## config.mk

```make
export PLATFORM = sky130hd
export DESIGN_NAME = etm_cordic
export DESIGN_NICKNAME = d
export VERILOG_FILES = /design/src/hdl/etm_pkg.sv /design/src/hdl/etm_cordic.sv
export SDC_FILE = /design/constraint.sdc
export NUM_CORES = 2
export LEC_CHECK = 0
export BUFFER_PORTS_ARGS = -buffer_cell sky130_fd_sc_hd__buf_2
export CAP_MARGIN = 5
export CORE_MARGIN = 2
export CORE_UTILIZATION = 35
export DETAILED_ROUTE_END_ITERATION = 8
export GPL_ROUTABILITY_DRIVEN = 0
export MAX_ROUTING_LAYER = met4
export PLACE_DENSITY = 0.46
export SETUP_SLACK_MARGIN = 0.05
export SYNTH_ARGS = -nofsm -noshare
export SYNTH_HDL_FRONTEND = slang
export SYNTH_SLANG_ARGS = --single-unit
```

## constraint.sdc

```tcl
create_clock -name i_clk -period 11.1 [get_ports i_clk]
set_clock_uncertainty 0.15 [all_clocks]
set_input_delay 0.555 -clock i_clk [delete_from_list [all_inputs] [get_ports i_clk]]
set_output_delay 0.555 -clock i_clk [all_outputs]
set_load 0.05 [all_outputs]
```

## src/hdl/etm_pkg.sv

```systemverilog
// ----------------------------------------------------------------------------
// etm_pkg
// Shared types, constants and arithmetic helpers of the Euler transform unit.
// ----------------------------------------------------------------------------
package etm_pkg;

    localparam int FRAC_BITS = 16;

    // CORDIC datapath: Q2.30 sine and cosine with headroom.
    localparam int CW          = 34;
    localparam int ZW          = 34;
    localparam int STEPS       = 16;
    localparam int CORDIC_GAIN = 652032874;

    localparam logic [31:0] ATAN [STEPS] = '{
        32'd536870912, 32'd316933406, 32'd167458907, 32'd85004756,
        32'd42667331,  32'd21354465,  32'd10679838,  32'd5340245,
        32'd2670163,   32'd1335087,   32'd667544,    32'd333772,
        32'd166886,    32'd83443,     32'd41722,     32'd20861
    };

    // Reciprocal dividend: 2^(2*FRAC_BITS) plus half of a 31-bit magnitude.
    localparam int DW = ((2 * FRAC_BITS >= 31) ? 2 * FRAC_BITS : 31) + 1;
    localparam logic [DW-1:0] RCP_NUM = DW'(1) << (2 * FRAC_BITS);

    // Stage counts, taking the input register as stage zero.
    localparam int ROT_LAT  = STEPS + 3;
    localparam int RCP_LAT  = DW + 2;
    localparam int PIPE_LAT = (ROT_LAT > RCP_LAT) ? ROT_LAT : RCP_LAT;

    typedef logic signed [CW-1:0] t_rent;
    typedef t_rent [2:0][2:0]     t_rot;   // [column][row]
    typedef logic signed [31:0]   t_word;
    typedef t_word [2:0]          t_fac;

    typedef struct packed {
        logic        command;
        logic [15:0] angle_x;
        logic [15:0] angle_y;
        logic [15:0] angle_z;
        logic signed [31:0] scale_x;
        logic signed [31:0] scale_y;
        logic signed [31:0] scale_z;
        logic signed [31:0] shift_x;
        logic signed [31:0] shift_y;
        logic signed [31:0] shift_z;
    } t_in;

    typedef struct packed {
        logic [1:0]         column;
        logic signed [31:0] elem0;
        logic signed [31:0] elem1;
        logic signed [31:0] elem2;
        logic signed [31:0] elem3;
        logic               last;
        logic               zero_scale;
    } t_out;

    typedef struct packed {
        logic  normal;
        logic  zflag;
        t_word shift_x;
        t_word shift_y;
        t_word shift_z;
    } t_ctl;

    // Q2.30 product rounded back to Q2.30 (floor after adding one half).
    function automatic t_rent mul30(input t_rent a, input t_rent b);
        logic signed [2*CW-1:0] p;
        p = a * b;
        p = p + $signed({{(2*CW-30){1'b0}}, 1'b1, 29'd0});
        return t_rent'(p >>> 30);
    endfunction

endpackage

```

## src/hdl/etm_cordic.sv

```systemverilog
// ----------------------------------------------------------------------------
// etm_cordic
// Pipelined rotation CORDIC, one iteration per stage, with quadrant fold.
// ----------------------------------------------------------------------------
module etm_cordic (
    input  logic                 i_clk,
    input  logic                 i_en,
    input  logic [15:0]          i_angle,
    output etm_pkg::t_rent       o_cos,
    output etm_pkg::t_rent       o_sin
);

    etm_pkg::t_rent           w_x [0:etm_pkg::STEPS];
    etm_pkg::t_rent           w_y [0:etm_pkg::STEPS];
    logic signed [etm_pkg::ZW-1:0] w_z [0:etm_pkg::STEPS];
    logic [1:0]               w_q [0:etm_pkg::STEPS];

    etm_pkg::t_rent r_cos;
    etm_pkg::t_rent r_sin;

    assign w_x[0] = etm_pkg::t_rent'(etm_pkg::CORDIC_GAIN);
    assign w_y[0] = '0;
    assign w_z[0] = $signed(etm_pkg::ZW'({i_angle[13:0], 16'd0}));
    assign w_q[0] = i_angle[15:14];

    for (genvar k = 0; k < etm_pkg::STEPS; k++) begin : g_step
        etm_pkg::t_rent                r_x;
        etm_pkg::t_rent                r_y;
        logic signed [etm_pkg::ZW-1:0] r_z;
        logic [1:0]                    r_q;
        etm_pkg::t_rent                n_x;
        etm_pkg::t_rent                n_y;
        logic signed [etm_pkg::ZW-1:0] n_z;
        logic signed [etm_pkg::ZW-1:0] w_a;

        assign w_a = $signed(etm_pkg::ZW'(etm_pkg::ATAN[k]));

        always_comb begin
            if (!w_z[k][etm_pkg::ZW-1]) begin
                n_x = w_x[k] - (w_y[k] >>> k);
                n_y = w_y[k] + (w_x[k] >>> k);
                n_z = w_z[k] - w_a;
            end else begin
                n_x = w_x[k] + (w_y[k] >>> k);
                n_y = w_y[k] - (w_x[k] >>> k);
                n_z = w_z[k] + w_a;
            end
        end

        always_ff @(posedge i_clk) begin
            if (i_en) begin
                r_x <= n_x;
                r_y <= n_y;
                r_z <= n_z;
                r_q <= w_q[k];
            end
        end

        assign w_x[k+1] = r_x;
        assign w_y[k+1] = r_y;
        assign w_z[k+1] = r_z;
        assign w_q[k+1] = r_q;
    end

    // Quadrant rotates the first-quadrant result by a multiple of 90 degrees.
    always_ff @(posedge i_clk) begin
        if (i_en) begin
            if (w_q[etm_pkg::STEPS][0]) begin
                r_cos <= w_q[etm_pkg::STEPS][1] ? w_y[etm_pkg::STEPS] : -w_y[etm_pkg::STEPS];
                r_sin <= w_q[etm_pkg::STEPS][1] ? -w_x[etm_pkg::STEPS] : w_x[etm_pkg::STEPS];
            end else begin
                r_cos <= w_q[etm_pkg::STEPS][1] ? -w_x[etm_pkg::STEPS] : w_x[etm_pkg::STEPS];
                r_sin <= w_q[etm_pkg::STEPS][1] ? -w_y[etm_pkg::STEPS] : w_y[etm_pkg::STEPS];
            end
        end
    end

    assign o_cos = r_cos;
    assign o_sin = r_sin;

endmodule

```

==> metrics.txt <==
CP required 11.56 ns; Vias 94.7k; DR WL/cell 19.1 um; synthesis-to-finish area growth 10.0%; Overflow after GRT 0; first-pass GRT wire length 525 mm; Via-to-Cell Ratio 5.40; outcome completed; unrepaired setup endpoints after global routing false; Synth async-reset ratio 0%; synth unique cells 87; Critical Path AT approximately 6.2 ns; top_reg_cell synth edfxtp_1; Synth warnings 0; vias in the first global route 91.9k; Post-synth EDFFs 1,471; Worst Reg-to-Reg Cells 17; Layout Nets 14.2k; post-synthesis mux area share between 1 and 1.5%; Compound-Gate Fraction of Synth Area 20.2%; Detail Route Antenna Nets 0; type of origin of the critical path flop; Avg Cell Area, Syn between 9 and 10 um^2; clock root cell clkbuf_16; initial antenna violation count 1; setup TNS 0 ns; Port Buffers 85; post-cts repair resize count 0; synthesized instance count ~13k; total track usage approximately a fifth; worst r2r dst g_step[9].r_x[26]; Max-Cap Viols 0; area share of fa/ha/maj cells after synthesis between 10% and 20%; Clk pin slew, worst setup/hold paths 0.06 ns; Storage cell area 44,200 um^2; CTS Buf Count 193; CTS tree done; Reg2Reg Setup Slack around 5.3 ns; Die W 594 um; hold depth 1; Seq/Total Area, Yosys a little over a third; Critical Path Sink Type flop; mapped cell area 122,000 um^2; Final Cycle Share roughly half; Worst Min Path Start i_en; Slew Limit Fails 0; Max Fclk between 150 and 200 MHz; HPWL after DPL 265 mm; Clock Path Buffers 4; row cnt 216; fill count 34.0k; Synth Register Bits 1,471; Worst Hold End g_step[7].r_x[24]; multi-input gate area in the final layout 74,600 um^2; worst-skew pair later-pin latency 0.93 ns; Post-Synth XOR/XNOR Area 12.9%; drc violations 0; total detailed-routing wirelength 336 mm; met3 wire len 12.4 mm; M1 WL 153 mm; IO Count 86; Worst Max-Slew Pin Slew 1.27 ns; core area approximately 350,000 um^2; reg-to-reg startpoint g_step[8].r_y[11]; CTS sink count around 1.5k; top sig layer met4; Die H approximately 590 um; DR pass1 iterations 6; CP Max Fanout 5; minimum clock period 5.75 ns; Synth Net Count 14.1k; largest net degree at the start of global routing 175; H-tree lvl count 4; relative slew slack 14.9%; starting density of the core 35.2%; die area 353,000 um^2; routed wl met2 162 mm; Post-Synth Simple-Gate Area 13.2%; Final Setup Violations 0; most common cell after layout, fill and taps aside edfxtp_1; Min-Delay Path Class input port to flop; kind of critical path flop to flop; layout cells sized above 1 4.58%; largest family of logic cells by synthesized area compound AO/OA/AOI/OAI gates; final-report hold violation count 0; most frequent cells in the layout edfxtp_1 (1,471), a21oi_1 (1,463), ha_1 (1,302); Starting DRT DRC Count 6,270
-- metal layers --
layer / up-vias / GRT usage (%)
li1: 47315 / -
met5: - / -
met4: 0 / 4.26
met3: 420 / 2.02
met2: 1815 / 32.2
met1: 45109 / 24.0
-- final cells by class --
cell class,instances,share of cell area (%)
inverter,510,1.43
multi-input combinational,10461,55.7
timing repair buffer,163,0.840
sequential,1471,33.0
antenna,2,0.00373
clock buffer,227,3.76
tap,4578,4.27
clock inverter,125,1.03
-- worst max path at each step --
stage,start,to
global route,g_step[3].r_y[8],g_step[4].r_x[32]
CTS,g_step[14].r_y[21],g_step[15].r_x[31]
finish,g_step[8].r_y[11],g_step[9].r_x[26]
detailed placement,g_step[14].r_y[21],g_step[15].r_x[31]
global placement,g_step[14].r_y[20],g_step[15].r_x[31]
floorplan,g_step[3].r_z[33],g_step[4].r_z[31]
-- cell usage after synthesis (all sizes together), types with 24 or more instances --
cell / number / area share [%]
o21a: 171 / 1.1
ha: 1302 / 13
nand4: 122 / 0.63
o31a: 30 / 0.22
a21boi: 51 / 0.31
o211ai: 43 / 0.27
xnor2: 1164 / 8.4
nor4: 69 / 0.35
a2111oi: 24 / 0.17
a221o: 30 / 0.25
a31oi: 156 / 0.80
a21o: 708 / 4.4
buf: 39 / 0.13
o31ai: 72 / 0.49
o21bai: 167 / 1.0
and4: 28 / 0.20
nor3: 302 / 1.2
nor3b: 31 / 0.19
mux2i: 48 / 0.39
o41ai: 46 / 0.33
a31o: 24 / 0.17
nand2: 656 / 2.0
nor2: 1044 / 3.2
fa: 37 / 0.61
mux2: 62 / 0.57
nor2b: 226 / 1.2
o2111ai: 24 / 0.17
or2: 46 / 0.24
and2: 82 / 0.42
or4: 37 / 0.24
edfxtp: 1471 / 36
inv: 506 / 1.6
xor2: 635 / 4.6
a21oi: 1463 / 6.0
o21ai: 619 / 2.5
nand3: 204 / 0.84
nand2b: 193 / 0.99
a41oi: 26 / 0.19
a221oi: 28 / 0.20
and3: 117 / 0.60
a211oi: 100 / 0.62
or3: 86 / 0.45
clkbuf: 249 / 0.77
-- worst max-delay path, cell delays in order (launching register included) --
cell      delay [ns]
edfxtp_1        0.48
nor3_1          0.29
nand2b_1        0.15
nor3_1          0.25
nor4b_1         0.89
a21oi_1         0.20
xor2_1          0.19
ha_1            0.37
a21o_1          0.19
a21oi_1         0.14
o21ai_0         0.14
o31ai_1         0.50
a21oi_1         0.16
o21ai_0         0.28
nand2b_1        0.14
a221oi_1        0.58
o21ai_0         0.23
xor2_1          0.18
-- repair_timing --
action	in CTS	in global routing
buffers inserted	0	0
hold buffers	16	0
endpoints found under the hold margin	16	0
-- registers in the layout (all words and copies together), names as in the netlist --
name	count
o_cos	34
g_step.r_x	472
g_step.r_z	429
g_step.r_q	32
g_step.r_y	470
o_sin	34
-- cells by family (layout without fill, tap and decap cells) --
kind of cell | Yosys count | count (layout)
DFF | 1471 | 1471
adders and majority gates | 1339 | 1339
muxes | 112 | 112
AOI/OAI and AO/OA | 3912 | 3912
buffers and inverters | 798 | 1025
xor gates and xnor gates | 1799 | 1799
other | 0 | 2
and+or+nand+nor | 3299 | 3299
-- stage by stage --
stage | util (%) | area, um^2 | cells | setup slack (ns) | hold WS [ns]
floorplan | - | 122000 | 12730 | 6.23 | 0.250
global placement | 36.8 | 127000 | 17165 | 5.31 | 0.264
detailed placement | 36.8 | 127000 | 17165 | 5.26 | 0.255
CTS | 38.7 | 134000 | 17533 | 5.21 | 0.00268
global route | 38.7 | 134000 | 17536 | 4.69 | 0.0564
finish | 38.7 | 134000 | 17537 | 5.35 | 0.0959
Power is not shown: default switching activity piles up to over one toggle a cycle in this logic, so the estimate is an artifact.
